## config.mk

```make
export PLATFORM = sky130hd
export DESIGN_NAME = round_robin_job_scheduler_flat
export DESIGN_NICKNAME = d
export VERILOG_FILES = /design/src/rtl/rrjs_pkg.sv /design/src/rtl/rrjs_if.sv /design/src/rtl/rrjs_ctrl.sv /design/src/rtl/rrjs_dp.sv /design/src/rtl/round_robin_job_scheduler.sv /design/src/flat_wrapper.sv
export SDC_FILE = /design/constraint.sdc
export NUM_CORES = 2
export LEC_CHECK = 0
export ABC_AREA = 1
export ABC_CLOCK_PERIOD_IN_PS = 8500
export BUFFER_PORTS_ARGS = -buffer_cell sky130_fd_sc_hd__buf_4
export CAP_MARGIN = 15
export CORE_ASPECT_RATIO = 1.4
export CORE_MARGIN = 2
export CORE_UTILIZATION = 55
export DETAILED_ROUTE_END_ITERATION = 10
export PLACE_DENSITY = 0.83
export SLEW_MARGIN = 0
export SYNTH_ARGS = -nofsm -noshare
export SYNTH_HDL_FRONTEND = slang
export SYNTH_SLANG_ARGS = --single-unit
```

## constraint.sdc

```tcl
create_clock -name clock -period 8.5 [get_ports clock]
set_input_delay 0.425 -clock clock [delete_from_list [all_inputs] [get_ports clock]]
set_output_delay 0.425 -clock clock [all_outputs]
set_load 0.01 [all_outputs]
```

## src/rtl/rrjs_pkg.sv

```systemverilog
// rrjs_pkg: shared types and constants of the round-robin job scheduler
// no dependencies; imported by the interfaces, controller, datapath and top level
`timescale 1ns / 1ps
package rrjs_pkg;

   // parameter defaults
   localparam int MAX_JOBS_DEFAULT  = 16;
   localparam int TIME_BITS_DEFAULT = 16;

   // fixed field widths of the channels
   localparam int SLOT_W  = 4;
   localparam int FIELD_W = 16;
   localparam int SLICE_W = 8;
   localparam int EVENT_W = 3;

   localparam logic [SLICE_W-1:0] SLICE_RESET = 8'd2;
   localparam logic [SLICE_W-1:0] SLICE_MAX   = 8'hFF;

   // per-slot job phase
   typedef enum logic [2:0] {
      PH_EMPTY = 3'd0,
      PH_READY = 3'd1,
      PH_RUN   = 3'd2,
      PH_IO    = 3'd3,
      PH_DONE  = 3'd4
   } phase_type;

   // result event codes
   typedef enum logic [EVENT_W-1:0] {
      EV_ADMIT  = 3'd0,
      EV_REJECT = 3'd1,
      EV_IDLE   = 3'd2,
      EV_RAN    = 3'd3,
      EV_FINISH = 3'd4,
      EV_TOIO   = 3'd5,
      EV_EXPIRE = 3'd6
   } event_type;

   // controller to datapath commands, at most one per cycle
   typedef struct packed {
      logic capture;
      logic arrive;
      logic io_step;
      logic run;
      logic count;
      logic publish;
   } cmd_type;

   // datapath to controller status
   typedef struct packed {
      logic req_valid;
      logic req_tick;
      logic io_more;
      logic rsp_busy;
   } status_type;

endpackage

```

## src/rtl/rrjs_if.sv

```systemverilog
// rrjs_if: request, response and register-write channel interfaces
// depends on rrjs_pkg for field widths
`timescale 1ns / 1ps
interface rrjs_req_if;
   import rrjs_pkg::*;
   logic                 valid;
   logic                 ready;
   logic                 action;
   logic [SLOT_W-1:0]    arrive_job;
   logic [FIELD_W-1:0]   burst_length;
   logic [FIELD_W-1:0]   io_complete_mask;
   logic                 needs_io;

   modport source (output valid, action, arrive_job, burst_length, io_complete_mask,
                   needs_io, input ready);
   modport sink   (input valid, action, arrive_job, burst_length, io_complete_mask,
                   needs_io, output ready);
endinterface

interface rrjs_rsp_if;
   import rrjs_pkg::*;
   logic                 valid;
   logic                 ready;
   logic [EVENT_W-1:0]   event_res;
   logic [SLOT_W-1:0]    job_slot;
   logic [FIELD_W-1:0]   remaining_after;
   logic [FIELD_W-1:0]   tick_now;
   logic [FIELD_W-1:0]   first_start;
   logic [FIELD_W-1:0]   finish_tick;
   logic [FIELD_W-1:0]   running_ticks;
   logic [FIELD_W-1:0]   ready_ticks;
   logic [FIELD_W-1:0]   waiting_io_ticks;
   logic                 all_done;

   modport source (output valid, event_res, job_slot, remaining_after, tick_now,
                   first_start, finish_tick, running_ticks, ready_ticks,
                   waiting_io_ticks, all_done, input ready);
   modport sink   (input valid, event_res, job_slot, remaining_after, tick_now,
                   first_start, finish_tick, running_ticks, ready_ticks,
                   waiting_io_ticks, all_done, output ready);
endinterface

interface rrjs_csr_if;
   import rrjs_pkg::*;
   logic                 valid;
   logic                 ready;
   logic [SLICE_W-1:0]   data;

   modport source (output valid, data, input ready);
   modport sink   (input valid, data, output ready);
endinterface

```

## src/rtl/rrjs_ctrl.sv

```systemverilog
// rrjs_ctrl: sequencing state machine of the scheduler
// depends on rrjs_pkg; drives commands into rrjs_dp and reads its status
`timescale 1ns / 1ps
module rrjs_ctrl (
   input  logic                  clock,
   input  logic                  reset,
   input  rrjs_pkg::status_type  sts,
   output rrjs_pkg::cmd_type     cmd,
   output logic                  req_ready
);
   import rrjs_pkg::*;

   typedef enum logic [4:0] {
      ST_IDLE    = 5'b00001,
      ST_ARRIVE  = 5'b00010,
      ST_IO      = 5'b00100,
      ST_COUNT   = 5'b01000,
      ST_PUBLISH = 5'b10000
   } state_type;

   state_type state_ff, state_in;

   // next state and command decode
   always_comb begin
      state_in = state_ff;
      cmd      = '0;
      unique case (state_ff)
         ST_IDLE: begin
            if (sts.req_valid) begin
               cmd.capture = 1'b1;
               state_in    = sts.req_tick ? ST_IO : ST_ARRIVE;
            end
         end
         ST_ARRIVE: begin
            cmd.arrive = 1'b1;
            state_in   = ST_PUBLISH;
         end
         ST_IO: begin
            // walk the i/o list, then dispatch and run in the closing cycle
            if (sts.io_more) begin
               cmd.io_step = 1'b1;
            end else begin
               cmd.run  = 1'b1;
               state_in = ST_COUNT;
            end
         end
         ST_COUNT: begin
            cmd.count = 1'b1;
            state_in  = ST_PUBLISH;
         end
         ST_PUBLISH: begin
            if (!sts.rsp_busy) begin
               cmd.publish = 1'b1;
               state_in    = ST_IDLE;
            end
         end
         default: begin
            state_in = ST_IDLE;
         end
      endcase
   end

   assign req_ready = (state_ff == ST_IDLE);

   // state register
   always_ff @(posedge clock) begin
      if (reset) begin
         state_ff <= ST_IDLE;
      end else begin
         state_ff <= state_in;
      end
   end

endmodule

```

## src/rtl/rrjs_dp.sv

```systemverilog
// rrjs_dp: job table, ready queue, i/o list and result register
// depends on rrjs_pkg; commanded by rrjs_ctrl
`timescale 1ns / 1ps
module rrjs_dp #(
   parameter int MAX_JOBS  = rrjs_pkg::MAX_JOBS_DEFAULT,
   parameter int TIME_BITS = rrjs_pkg::TIME_BITS_DEFAULT
) (
   input  logic                          clock,
   input  logic                          reset,
   input  rrjs_pkg::cmd_type             cmd,
   output rrjs_pkg::status_type          sts,
   // request payload
   input  logic                          req_valid,
   input  logic                          req_action,
   input  logic [rrjs_pkg::SLOT_W-1:0]   req_arrive_job,
   input  logic [rrjs_pkg::FIELD_W-1:0]  req_burst_length,
   input  logic [rrjs_pkg::FIELD_W-1:0]  req_io_complete_mask,
   input  logic                          req_needs_io,
   // register write
   input  logic                          csr_valid,
   input  logic [rrjs_pkg::SLICE_W-1:0]  csr_data,
   // result
   input  logic                          rsp_ready,
   output logic                          rsp_valid,
   output logic [rrjs_pkg::EVENT_W-1:0]  rsp_event_res,
   output logic [rrjs_pkg::SLOT_W-1:0]   rsp_job_slot,
   output logic [rrjs_pkg::FIELD_W-1:0]  rsp_remaining_after,
   output logic [rrjs_pkg::FIELD_W-1:0]  rsp_tick_now,
   output logic [rrjs_pkg::FIELD_W-1:0]  rsp_first_start,
   output logic [rrjs_pkg::FIELD_W-1:0]  rsp_finish_tick,
   output logic [rrjs_pkg::FIELD_W-1:0]  rsp_running_ticks,
   output logic [rrjs_pkg::FIELD_W-1:0]  rsp_ready_ticks,
   output logic [rrjs_pkg::FIELD_W-1:0]  rsp_waiting_io_ticks,
   output logic                          rsp_all_done
);
   import rrjs_pkg::*;

   localparam int SW = (MAX_JOBS > 1) ? $clog2(MAX_JOBS) : 1;
   localparam int CW = $clog2(MAX_JOBS + 1);
   localparam int TW = TIME_BITS;
   localparam logic [SW-1:0] LAST_SLOT = SW'(MAX_JOBS - 1);

   // per-slot job table
   phase_type         phase_ff [MAX_JOBS];
   logic [TW-1:0]     rem_ff   [MAX_JOBS];
   logic [TW-1:0]     start_ff [MAX_JOBS];
   logic [TW-1:0]     end_ff   [MAX_JOBS];
   logic [TW-1:0]     run_ff   [MAX_JOBS];
   logic [TW-1:0]     rdy_ff   [MAX_JOBS];
   logic [TW-1:0]     iow_ff   [MAX_JOBS];

   // ready queue and i/o list
   logic [SW-1:0]     fifo_ff  [MAX_JOBS];
   logic [SW-1:0]     head_ff, tail_ff;
   logic [CW-1:0]     rcount_ff;
   logic [SW-1:0]     iol_ff   [MAX_JOBS];
   logic [CW-1:0]     iocount_ff, p_ff, kept_ff;

   // scheduler state
   logic              run_valid_ff;
   logic [SW-1:0]     run_slot_ff;
   logic [SLICE_W-1:0] slice_ff;
   logic [SLICE_W-1:0] time_slice_ff;
   logic [TW-1:0]     tick_ff;
   logic [CW-1:0]     adm_ff, fin_ff;

   // captured request and pending event
   logic [SLOT_W-1:0]  arrive_ff;
   logic [FIELD_W-1:0] burst_ff;
   logic [FIELD_W-1:0] mask_ff;
   logic               ioreq_ff;
   logic               is_tick_ff;
   event_type          ev_ff;
   logic [SLOT_W-1:0]  slot_out_ff;
   logic [SW-1:0]      idx_ff;
   logic               has_job_ff;

   // result register
   logic               rsp_valid_ff;
   logic [EVENT_W-1:0] rsp_ev_ff;
   logic [SLOT_W-1:0]  rsp_slot_ff;
   logic [FIELD_W-1:0] rsp_rem_ff, rsp_tick_ff, rsp_start_ff, rsp_end_ff;
   logic [FIELD_W-1:0] rsp_run_ff, rsp_rdy_ff, rsp_iow_ff;
   logic               rsp_done_ff;

   // arrival decode
   logic [SW+3:0]      arr_ext;
   logic               slot_ok, reject;
   logic [SW-1:0]      arr_idx;
   logic [TW+15:0]     burst_ext;

   assign arr_ext   = {{SW{1'b0}}, arrive_ff};
   assign slot_ok   = arr_ext < (SW + 4)'(MAX_JOBS);
   assign arr_idx   = arr_ext[SW-1:0];
   assign reject    = (burst_ff == '0) || !slot_ok || (phase_ff[arr_idx] != PH_EMPTY);
   assign burst_ext = {{TW{1'b0}}, burst_ff};

   // i/o list walk, one position per cycle
   logic [MAX_JOBS+15:0] mask_ext;
   logic [SW-1:0]        io_slot;
   logic                 io_hit;

   assign mask_ext = {{MAX_JOBS{1'b0}}, mask_ff};
   assign io_slot  = iol_ff[p_ff[SW-1:0]];
   assign io_hit   = mask_ext[p_ff];

   // dispatch and one run tick
   logic               disp, have;
   logic [SW-1:0]      run_s;
   logic [TW-1:0]      rem_cur, rem_new, run_new;
   logic [SLICE_W-1:0] slice_inc;
   logic               fin, to_io, expire, leaves;
   logic [SW+3:0]      run_ext;

   assign disp      = !run_valid_ff && (rcount_ff != '0);
   assign have      = run_valid_ff || disp;
   assign run_s     = run_valid_ff ? run_slot_ff : fifo_ff[head_ff];
   assign rem_cur   = rem_ff[run_s];
   assign rem_new   = (rem_cur != '0) ? rem_cur - 1'b1 : rem_cur;
   assign run_new   = (&run_ff[run_s]) ? run_ff[run_s] : run_ff[run_s] + 1'b1;
   assign slice_inc = (slice_ff == SLICE_MAX) ? slice_ff : slice_ff + 1'b1;
   assign fin       = (rem_new == '0);
   assign to_io     = !fin && ioreq_ff;
   assign expire    = !fin && !ioreq_ff && (slice_inc >= time_slice_ff);
   assign leaves    = fin || to_io || expire;
   assign run_ext   = {4'b0, run_s};

   // ready queue push selection
   logic               push_en, pop_en;
   logic [SW-1:0]      push_slot;

   always_comb begin
      push_en   = 1'b0;
      push_slot = arr_idx;
      if (cmd.arrive) begin
         push_en = !reject;
      end else if (cmd.io_step) begin
         push_en   = io_hit;
         push_slot = io_slot;
      end else if (cmd.run) begin
         push_en   = have && expire;
         push_slot = run_s;
      end
   end
   assign pop_en = cmd.run && disp;

   // job phases, cleared by reset
   always_ff @(posedge clock) begin
      if (reset) begin
         for (int i = 0; i < MAX_JOBS; i++) begin
            phase_ff[i] <= PH_EMPTY;
         end
      end else if (cmd.arrive) begin
         if (!reject) begin
            phase_ff[arr_idx] <= PH_READY;
         end
      end else if (cmd.io_step) begin
         if (io_hit) begin
            phase_ff[io_slot] <= PH_READY;
         end
      end else if (cmd.run && have) begin
         if (fin) begin
            phase_ff[run_s] <= PH_DONE;
         end else if (to_io) begin
            phase_ff[run_s] <= PH_IO;
         end else if (expire) begin
            phase_ff[run_s] <= PH_READY;
         end else begin
            phase_ff[run_s] <= PH_RUN;
         end
      end
   end

   // job table payload
   always_ff @(posedge clock) begin
      if (cmd.count) begin
         // wait counters of every queued or i/o-waiting job
         for (int i = 0; i < MAX_JOBS; i++) begin
            if (phase_ff[i] == PH_READY && !(&rdy_ff[i])) begin
               rdy_ff[i] <= rdy_ff[i] + 1'b1;
            end
            if (phase_ff[i] == PH_IO && !(&iow_ff[i])) begin
               iow_ff[i] <= iow_ff[i] + 1'b1;
            end
         end
      end else if (cmd.arrive) begin
         if (!reject) begin
            rem_ff[arr_idx]   <= burst_ext[TW-1:0];
            start_ff[arr_idx] <= '0;
            end_ff[arr_idx]   <= '0;
            run_ff[arr_idx]   <= '0;
            rdy_ff[arr_idx]   <= '0;
            iow_ff[arr_idx]   <= '0;
         end
      end else if (cmd.run && have) begin
         if (disp && run_ff[run_s] == '0) begin
            start_ff[run_s] <= tick_ff;
         end
         rem_ff[run_s] <= rem_new;
         run_ff[run_s] <= run_new;
         if (fin) begin
            end_ff[run_s] <= tick_ff;
         end
      end
   end

   // queue and list storage
   always_ff @(posedge clock) begin
      if (push_en) begin
         fifo_ff[tail_ff] <= push_slot;
      end
      if (cmd.io_step && !io_hit) begin
         iol_ff[kept_ff[SW-1:0]] <= io_slot;
      end else if (cmd.run && have && to_io) begin
         iol_ff[kept_ff[SW-1:0]] <= run_s;
      end
   end

   // scheduler control state
   always_ff @(posedge clock) begin
      if (reset) begin
         head_ff       <= '0;
         tail_ff       <= '0;
         rcount_ff     <= '0;
         iocount_ff    <= '0;
         p_ff          <= '0;
         kept_ff       <= '0;
         run_valid_ff  <= 1'b0;
         run_slot_ff   <= '0;
         slice_ff      <= '0;
         tick_ff       <= '0;
         adm_ff        <= '0;
         fin_ff        <= '0;
         time_slice_ff <= SLICE_RESET;
         rsp_valid_ff  <= 1'b0;
      end else begin
         if (csr_valid) begin
            time_slice_ff <= csr_data;
         end
         if (push_en) begin
            tail_ff <= (tail_ff == LAST_SLOT) ? '0 : tail_ff + 1'b1;
         end
         if (pop_en) begin
            head_ff <= (head_ff == LAST_SLOT) ? '0 : head_ff + 1'b1;
         end
         rcount_ff <= rcount_ff + CW'(push_en) - CW'(pop_en);
         if (cmd.capture) begin
            p_ff    <= '0;
            kept_ff <= '0;
         end
         if (cmd.io_step) begin
            p_ff <= p_ff + 1'b1;
            if (!io_hit) begin
               kept_ff <= kept_ff + 1'b1;
            end
         end
         if (cmd.arrive && !reject) begin
            adm_ff <= adm_ff + 1'b1;
         end
         if (cmd.run) begin
            // compacted list length, plus the job leaving for i/o
            iocount_ff <= kept_ff + CW'(have && to_io);
            if (have) begin
               run_slot_ff  <= run_s;
               run_valid_ff <= !leaves;
               slice_ff     <= leaves ? '0 : slice_inc;
               if (fin) begin
                  fin_ff <= fin_ff + 1'b1;
               end
            end
         end
         if (cmd.publish && is_tick_ff && !(&tick_ff)) begin
            tick_ff <= tick_ff + 1'b1;
         end
         if (cmd.publish) begin
            rsp_valid_ff <= 1'b1;
         end else if (rsp_ready) begin
            rsp_valid_ff <= 1'b0;
         end
      end
   end

   // captured request and pending event
   always_ff @(posedge clock) begin
      if (cmd.capture) begin
         is_tick_ff <= req_action;
         arrive_ff  <= req_arrive_job;
         burst_ff   <= req_burst_length;
         mask_ff    <= req_io_complete_mask;
         ioreq_ff   <= req_needs_io;
      end
      if (cmd.arrive) begin
         ev_ff       <= reject ? EV_REJECT : EV_ADMIT;
         slot_out_ff <= arrive_ff;
         idx_ff      <= arr_idx;
         has_job_ff  <= !reject;
      end else if (cmd.run) begin
         has_job_ff  <= have;
         idx_ff      <= run_s;
         slot_out_ff <= have ? run_ext[SLOT_W-1:0] : '0;
         if (!have) begin
            ev_ff <= EV_IDLE;
         end else if (fin) begin
            ev_ff <= EV_FINISH;
         end else if (to_io) begin
            ev_ff <= EV_TOIO;
         end else if (expire) begin
            ev_ff <= EV_EXPIRE;
         end else begin
            ev_ff <= EV_RAN;
         end
      end
   end

   // result fields cut or widened to the channel width
   logic [TW+15:0] w_rem, w_tick, w_start, w_end, w_run, w_rdy, w_iow;

   assign w_rem   = {16'b0, rem_ff[idx_ff]};
   assign w_tick  = {16'b0, tick_ff};
   assign w_start = {16'b0, start_ff[idx_ff]};
   assign w_end   = {16'b0, end_ff[idx_ff]};
   assign w_run   = {16'b0, run_ff[idx_ff]};
   assign w_rdy   = {16'b0, rdy_ff[idx_ff]};
   assign w_iow   = {16'b0, iow_ff[idx_ff]};

   // result register load
   always_ff @(posedge clock) begin
      if (cmd.publish) begin
         rsp_ev_ff    <= ev_ff;
         rsp_slot_ff  <= slot_out_ff;
         rsp_tick_ff  <= w_tick[FIELD_W-1:0];
         rsp_done_ff  <= (fin_ff == adm_ff);
         rsp_rem_ff   <= has_job_ff ? w_rem[FIELD_W-1:0]   : '0;
         rsp_start_ff <= has_job_ff ? w_start[FIELD_W-1:0] : '0;
         rsp_end_ff   <= has_job_ff ? w_end[FIELD_W-1:0]   : '0;
         rsp_run_ff   <= has_job_ff ? w_run[FIELD_W-1:0]   : '0;
         rsp_rdy_ff   <= has_job_ff ? w_rdy[FIELD_W-1:0]   : '0;
         rsp_iow_ff   <= has_job_ff ? w_iow[FIELD_W-1:0]   : '0;
      end
   end

   assign rsp_valid            = rsp_valid_ff;
   assign rsp_event_res        = rsp_ev_ff;
   assign rsp_job_slot         = rsp_slot_ff;
   assign rsp_remaining_after  = rsp_rem_ff;
   assign rsp_tick_now         = rsp_tick_ff;
   assign rsp_first_start      = rsp_start_ff;
   assign rsp_finish_tick      = rsp_end_ff;
   assign rsp_running_ticks    = rsp_run_ff;
   assign rsp_ready_ticks      = rsp_rdy_ff;
   assign rsp_waiting_io_ticks = rsp_iow_ff;
   assign rsp_all_done         = rsp_done_ff;

   // status to the controller
   assign sts.req_valid = req_valid;
   assign sts.req_tick  = req_action;
   assign sts.io_more   = (p_ff < iocount_ff);
   assign sts.rsp_busy  = rsp_valid_ff && !rsp_ready;

endmodule

```

## src/rtl/round_robin_job_scheduler.sv

```systemverilog
// Round-robin job scheduler with a time slice. An arrival item admits a job
// slot with its burst length into a FIFO ready queue; a tick item returns
// finished I/O jobs to the queue, dispatches, runs the current job one tick,
// then finishes it, sends it to I/O or preempts it when the slice runs out,
// and bumps every waiting job's counters. Each item gives exactly one result.
// An arrival passes through the capture, arrive and publish states; a tick
// walks and compacts the I/O wait list one position per cycle, then runs,
// counts and publishes. A result held on the output does not block the next
// item until that item's own result is due. The time-slice register may be
// written at any cycle the block is idle; csr_ch.ready is always high.
// depends on rrjs_pkg, rrjs_if, rrjs_ctrl and rrjs_dp
`timescale 1ns / 1ps
module round_robin_job_scheduler #(
   parameter int MAX_JOBS  = rrjs_pkg::MAX_JOBS_DEFAULT,
   parameter int TIME_BITS = rrjs_pkg::TIME_BITS_DEFAULT
) (
   input  logic        clock,
   input  logic        reset,
   rrjs_req_if.sink    req_ch,
   rrjs_rsp_if.source  rsp_ch,
   rrjs_csr_if.sink    csr_ch
);
   import rrjs_pkg::*;

   cmd_type    cmd;
   status_type sts;
   logic       req_ready;

   // sequencer
   rrjs_ctrl u_ctrl (
      .clock     (clock),
      .reset     (reset),
      .sts       (sts),
      .cmd       (cmd),
      .req_ready (req_ready)
   );

   // job storage and scheduling datapath
   rrjs_dp #(
      .MAX_JOBS  (MAX_JOBS),
      .TIME_BITS (TIME_BITS)
   ) u_dp (
      .clock                (clock),
      .reset                (reset),
      .cmd                  (cmd),
      .sts                  (sts),
      .req_valid            (req_ch.valid),
      .req_action           (req_ch.action),
      .req_arrive_job       (req_ch.arrive_job),
      .req_burst_length     (req_ch.burst_length),
      .req_io_complete_mask (req_ch.io_complete_mask),
      .req_needs_io         (req_ch.needs_io),
      .csr_valid            (csr_ch.valid),
      .csr_data             (csr_ch.data),
      .rsp_ready            (rsp_ch.ready),
      .rsp_valid            (rsp_ch.valid),
      .rsp_event_res        (rsp_ch.event_res),
      .rsp_job_slot         (rsp_ch.job_slot),
      .rsp_remaining_after  (rsp_ch.remaining_after),
      .rsp_tick_now         (rsp_ch.tick_now),
      .rsp_first_start      (rsp_ch.first_start),
      .rsp_finish_tick      (rsp_ch.finish_tick),
      .rsp_running_ticks    (rsp_ch.running_ticks),
      .rsp_ready_ticks      (rsp_ch.ready_ticks),
      .rsp_waiting_io_ticks (rsp_ch.waiting_io_ticks),
      .rsp_all_done         (rsp_ch.all_done)
   );

   assign req_ch.ready = req_ready;
   assign csr_ch.ready = 1'b1;

`ifndef SYNTHESIS
   // the controller issues at most one command per cycle
   assert property (@(posedge clock) disable iff (reset) $onehot0(cmd))
      else $error("more than one datapath command in a cycle");

   // an accepted request closes the request side on the next cycle
   assert property (@(posedge clock) disable iff (reset)
      req_ch.valid && req_ch.ready |=> !req_ch.ready)
      else $error("request accepted while an item is in progress");

   // a result is only loaded when the output register is free
   assert property (@(posedge clock) disable iff (reset)
      cmd.publish |-> !(rsp_ch.valid && !rsp_ch.ready))
      else $error("result overwritten before its transfer");
`endif

endmodule

```

## src/flat_wrapper.sv

```systemverilog
// flat-port wrapper written by rule: the top's interface ports become plain ports
module round_robin_job_scheduler_flat import rrjs_pkg::*;
#(
   parameter int MAX_JOBS  = rrjs_pkg::MAX_JOBS_DEFAULT,
   parameter int TIME_BITS = rrjs_pkg::TIME_BITS_DEFAULT
)
  (clock, reset, req_ch_valid, req_ch_action, req_ch_arrive_job, req_ch_burst_length, req_ch_io_complete_mask, req_ch_needs_io, req_ch_ready, rsp_ch_valid, rsp_ch_event_res, rsp_ch_job_slot, rsp_ch_remaining_after, rsp_ch_tick_now, rsp_ch_first_start, rsp_ch_finish_tick, rsp_ch_running_ticks, rsp_ch_ready_ticks, rsp_ch_waiting_io_ticks, rsp_ch_all_done, rsp_ch_ready, csr_ch_valid, csr_ch_data, csr_ch_ready);
  rrjs_req_if req_ch_i ();
  rrjs_rsp_if rsp_ch_i ();
  rrjs_csr_if csr_ch_i ();
  input  logic clock;
  input  logic reset;
  input wire logic [$bits(req_ch_i.valid)-1:0] req_ch_valid;
  input wire logic [$bits(req_ch_i.action)-1:0] req_ch_action;
  input wire logic [$bits(req_ch_i.arrive_job)-1:0] req_ch_arrive_job;
  input wire logic [$bits(req_ch_i.burst_length)-1:0] req_ch_burst_length;
  input wire logic [$bits(req_ch_i.io_complete_mask)-1:0] req_ch_io_complete_mask;
  input wire logic [$bits(req_ch_i.needs_io)-1:0] req_ch_needs_io;
  output wire logic [$bits(req_ch_i.ready)-1:0] req_ch_ready;
  output wire logic [$bits(rsp_ch_i.valid)-1:0] rsp_ch_valid;
  output wire logic [$bits(rsp_ch_i.event_res)-1:0] rsp_ch_event_res;
  output wire logic [$bits(rsp_ch_i.job_slot)-1:0] rsp_ch_job_slot;
  output wire logic [$bits(rsp_ch_i.remaining_after)-1:0] rsp_ch_remaining_after;
  output wire logic [$bits(rsp_ch_i.tick_now)-1:0] rsp_ch_tick_now;
  output wire logic [$bits(rsp_ch_i.first_start)-1:0] rsp_ch_first_start;
  output wire logic [$bits(rsp_ch_i.finish_tick)-1:0] rsp_ch_finish_tick;
  output wire logic [$bits(rsp_ch_i.running_ticks)-1:0] rsp_ch_running_ticks;
  output wire logic [$bits(rsp_ch_i.ready_ticks)-1:0] rsp_ch_ready_ticks;
  output wire logic [$bits(rsp_ch_i.waiting_io_ticks)-1:0] rsp_ch_waiting_io_ticks;
  output wire logic [$bits(rsp_ch_i.all_done)-1:0] rsp_ch_all_done;
  input wire logic [$bits(rsp_ch_i.ready)-1:0] rsp_ch_ready;
  input wire logic [$bits(csr_ch_i.valid)-1:0] csr_ch_valid;
  input wire logic [$bits(csr_ch_i.data)-1:0] csr_ch_data;
  output wire logic [$bits(csr_ch_i.ready)-1:0] csr_ch_ready;
  assign req_ch_i.valid = req_ch_valid;
  assign req_ch_i.action = req_ch_action;
  assign req_ch_i.arrive_job = req_ch_arrive_job;
  assign req_ch_i.burst_length = req_ch_burst_length;
  assign req_ch_i.io_complete_mask = req_ch_io_complete_mask;
  assign req_ch_i.needs_io = req_ch_needs_io;
  assign req_ch_ready = req_ch_i.ready;
  assign rsp_ch_valid = rsp_ch_i.valid;
  assign rsp_ch_event_res = rsp_ch_i.event_res;
  assign rsp_ch_job_slot = rsp_ch_i.job_slot;
  assign rsp_ch_remaining_after = rsp_ch_i.remaining_after;
  assign rsp_ch_tick_now = rsp_ch_i.tick_now;
  assign rsp_ch_first_start = rsp_ch_i.first_start;
  assign rsp_ch_finish_tick = rsp_ch_i.finish_tick;
  assign rsp_ch_running_ticks = rsp_ch_i.running_ticks;
  assign rsp_ch_ready_ticks = rsp_ch_i.ready_ticks;
  assign rsp_ch_waiting_io_ticks = rsp_ch_i.waiting_io_ticks;
  assign rsp_ch_all_done = rsp_ch_i.all_done;
  assign rsp_ch_i.ready = rsp_ch_ready;
  assign csr_ch_i.valid = csr_ch_valid;
  assign csr_ch_i.data = csr_ch_data;
  assign csr_ch_ready = csr_ch_i.ready;
  round_robin_job_scheduler #(.MAX_JOBS(MAX_JOBS), .TIME_BITS(TIME_BITS)) u_core (.clock(clock), .reset(reset), .req_ch(req_ch_i), .rsp_ch(rsp_ch_i), .csr_ch(csr_ch_i));
endmodule
```

==> out/results.ini <==
[outcome]
status = finished clean

[synthesis]
synthXorXnorAreaFrac = 0.01230
ys_dominant_reg_cell = edfxtp_1
synthAdderAreaFrac = 0.009469
synth_compound_area_frac = 0.1468
synth_area_um2 = 93290
synthCells = 10310
yosysUniqueCellTypes = 61
yosys_warnings = 0
syn_avg_cell_area_um2 = 9.048
synth_top_family_by_area = simple AND/OR/NAND/NOR gates
synthMuxAreaShare = 0.001717
synthSimpleGateAreaFrac = 0.1870
ys_ff_latch = 1975
synth-async-reset-ratio = 0
synth-seq-area-share = 0.5708
synth_edf_count = 1370
syn-num-nets = 10430

[critical_path]
startpoint_type = register
critical_path_required_ns = 9.00
endpoint_kind = register
critPathArrivalTime_ns = 8.01
crit_type = reg2reg
worstPathMaxFanout = 141

[clocking]
cts-root-buf = clkbuf_16
post_cts_buffers = 0
h-tree-depth = 4
numCtsBuffers = 185
clockBufferDepth = 3
cts_sinks = 1975
insertion_delay_ns = 0.90
clk_pin_slew_ns = 0.07
cts_tree = yes

[timing]
fin_crit_sh = 0.8843
tightest_slew_ns = 1.308
rsz0062_at_grt = false
fin_skew_ns = 0.06388
tns_ns = 0
min_period_ns = 7.516
slew_headroom = 0.1257
fmax_ghz = 0.1330
final_max_slew_viol_count = 0
hold_viol = 0
setup_violations = 0

[place]
hpwl_um = 176700
dp.cells = 12320
place_area_um2 = 96630
io_buffers = 172
gp_congestion = 0.9890

[grt]
grt_pass1_wl_um = 423200
grt.total_usage = 0.3131
grt_max_degree = 272
antenna_found_initial = 8
grt_pass1_vias = 76180
overflow = 0

[job]
max_cap_viol_count = 0

[pwr]
swShare = 0.2453
clockPowerShare = 0.418
power_mw = 20.79
power_switching_mw = 5.099
p_per_area_nw_per_um2 = 200.7
vdd_drop_max_mv = 0.2312
p_leak_nw = 38.68
seqPwrFrac = 0.507
power_frac_comb = 0.076
p_int_mw = 15.69

[cells_and_area]
layout-area-overhead-vs-synth_pct = 11.04
fin_nets = 10430
final_area_um2 = 103600
fillerInstances = 13250
layout_common_cells = 1370 x edfxtp_1, 1310 x nand2_1, 1164 x inv_1
instances_no_fill = 12720
regArea_um2 = 53250
layout_commonest_cell = edfxtp_1
multi_input_area_um2 = 33680
drive_above_1_share = 0.07556

[route]
vias_per_cell = 6.242
drt_iter0_drc = 10130
first_pass_iters = 8
vias = 79410
drc = 0
wl_um = 280200
ant_nets = 0
wl_per_cell_um = 22.02

[min_path]
min_path_type = in2reg

[floorplanning]
start_util = 0.5541
rows = 178
boundaryPins = 174
die_y_um = 491.3
fp.dieArea_um2 = 173000
die_w_um = 352.1
coreArea_um2 = 168400

==> state kept, by name (all words and copies together), names as in the netlist, 8 cells and up, named ones only <==
name and count:
u_core.u_dp.phase_ff 48, u_core.u_dp.iol_ff 64, u_core.u_dp.rsp_tick_now 16, u_core.u_dp.burst_ff 16, u_core.u_dp.iow_ff 256, u_core.u_dp.rsp_ready_ticks 16
u_core.u_dp.rsp_waiting_io_ticks 16, u_core.u_dp.rsp_running_ticks 16, u_core.u_dp.slice_ff 8, u_core.u_dp.rsp_first_start 16, u_core.u_dp.rsp_remaining_after 16, u_core.u_dp.start_ff 256
u_core.u_dp.fifo_ff 64, u_core.u_dp.rdy_ff 256, u_core.u_dp.mask_ff 16, u_core.u_dp.time_slice_ff 8, u_core.u_dp.run_ff 256, u_core.u_dp.tick_ff 16
u_core.u_dp.rsp_finish_tick 16, u_core.u_dp.rem_ff 256, u_core.u_dp.end_ff 256
==> routing by layer <==
metal / vias to the layer above / global-route usage / wire length, um
li1: 35850 / - / -
met1: 37230 / 0.3717 / 97640
met2: 5109 / 0.5193 / 132400
met3: 1213 / 0.06028 / 29990
met4: 8 / 0.2062 / 20020
met5: - / 0 / 55
==> critical path, cell delays in order, from the launching register on <==
cell      delay, ns
dfxtp_1        0.78
buf_4          0.33
inv_4          0.14
nand2_1        0.09
nand3_1        0.07
nand3_1        0.13
nand2_1        0.07
nand2_1        0.12
nand3_4        0.12
nand2_8        0.36
buf_12         0.57
buf_4          0.71
a21oi_1        0.16
o21ai_0        0.11
o21ai_0        0.11
o221ai_1       0.17
nand2_1        0.20
nor2_1         0.16
nand3_1        0.11
nor4_1         0.19
nand2_1        0.51
inv_1          0.35
nor2_1         0.07
a21oi_1        0.30
nand3_1        0.34
nor2_2         0.80
==> power by group through the flow <==
stage	registers [mW]	logic (mW)	clock network [mW]
global placement	10.7	1.44	0
detailed placement	10.7	1.48	0
CTS	10.5	1.52	8.71
floorplan	10.7	0.980	0
finish	10.5	1.57	8.69
global route	10.5	1.69	9.08
==> final timing paths <==
kind | startpoint | end | slack (ns) | cells after the start
worst max-delay path | register | u_core.u_dp.start_ff[11][13] | 0.98 | 25
worst min-delay path | req_ch_burst_length[8] | u_core.u_dp.burst_ff[8] | 0.26 | 2
worst max register to register | register | u_core.u_dp.start_ff[11][13] | 0.98 | 25
worst min register to register | u_core.u_dp.time_slice_ff[2] | u_core.u_dp.time_slice_ff[2] | 0.46 | 2
==> cells by family (layout without fill, tap and decap cells) <==
logic type / count (synthesis) / after routing
xor gates and xnor gates: 131 / 131
muxes: 16 / 16
buffers and inverters: 1730 / 1888
and+or+nand+nor: 3898 / 3898
adders and majority gates: 70 / 70
other: 1 / 4
DFF: 1975 / 1975
AOI/OAI and AO/OA: 2490 / 2490
==> metrics by stage <==
stage          setup WS [ns]    util  hold slack, ns
2_1_floorplan         0.3233       -          0.4003
3_3_place_gp           1.385  0.5739          0.4492
3_5_place_dp           1.221  0.5739          0.4565
4_1_cts                1.100  0.6146          0.2026
5_1_grt               0.4730  0.6152          0.2407
6_report              0.9837  0.6153          0.2602
==> repair_timing <==
| item | in CTS | in global routing |
|---|---|---|
| hold endpoints to repair | 62 | 0 |
| hold buffers | 51 | 0 |
| resized for setup | 0 | 0 |
==> final cells by class <==
cell class,count,area share
clock buffer,241,0.04889
inverter,1179,0.04299
multi-input combinational,6606,0.3251
antenna,3,0.00007247
sequential,1975,0.5140
clock inverter,102,0.01238
tap,2250,0.02718
timing repair buffer,366,0.02931
==> Yosys cell counts, drive strengths merged, types with 8 or more instances <==
cell type | count | area, um2
o21ai | 1124 | 5637
nor4 | 103 | 644.4
nor3b | 106 | 795.8
o211ai | 182 | 1366
a31oi | 24 | 150.1
edfxtp | 1370 | 41140
a221oi | 23 | 201.4
a211oi | 13 | 97.59
a22oi | 10 | 75.07
clkbuf | 430 | 1614
nand4 | 106 | 684.4
nand3b | 15 | 112.6
inv | 1173 | 4405
nand2 | 1321 | 4994
a21oi | 924 | 4624
dfxtp | 605 | 12110
or2 | 70 | 437.9
nand3 | 845 | 4272
ha | 69 | 863.3
and3 | 8 | 50.05
o22ai | 46 | 287.8
o221ai | 107 | 937.2
o311ai | 17 | 148.9
nor2 | 1019 | 3840
nor4b | 13 | 113.9
buf | 121 | 670.6
nor3 | 283 | 1441
xnor2 | 18 | 157.7
mux2i | 16 | 160.2
xor2 | 113 | 989.7
Note: power is estimated with default switching activity, not from simulation.
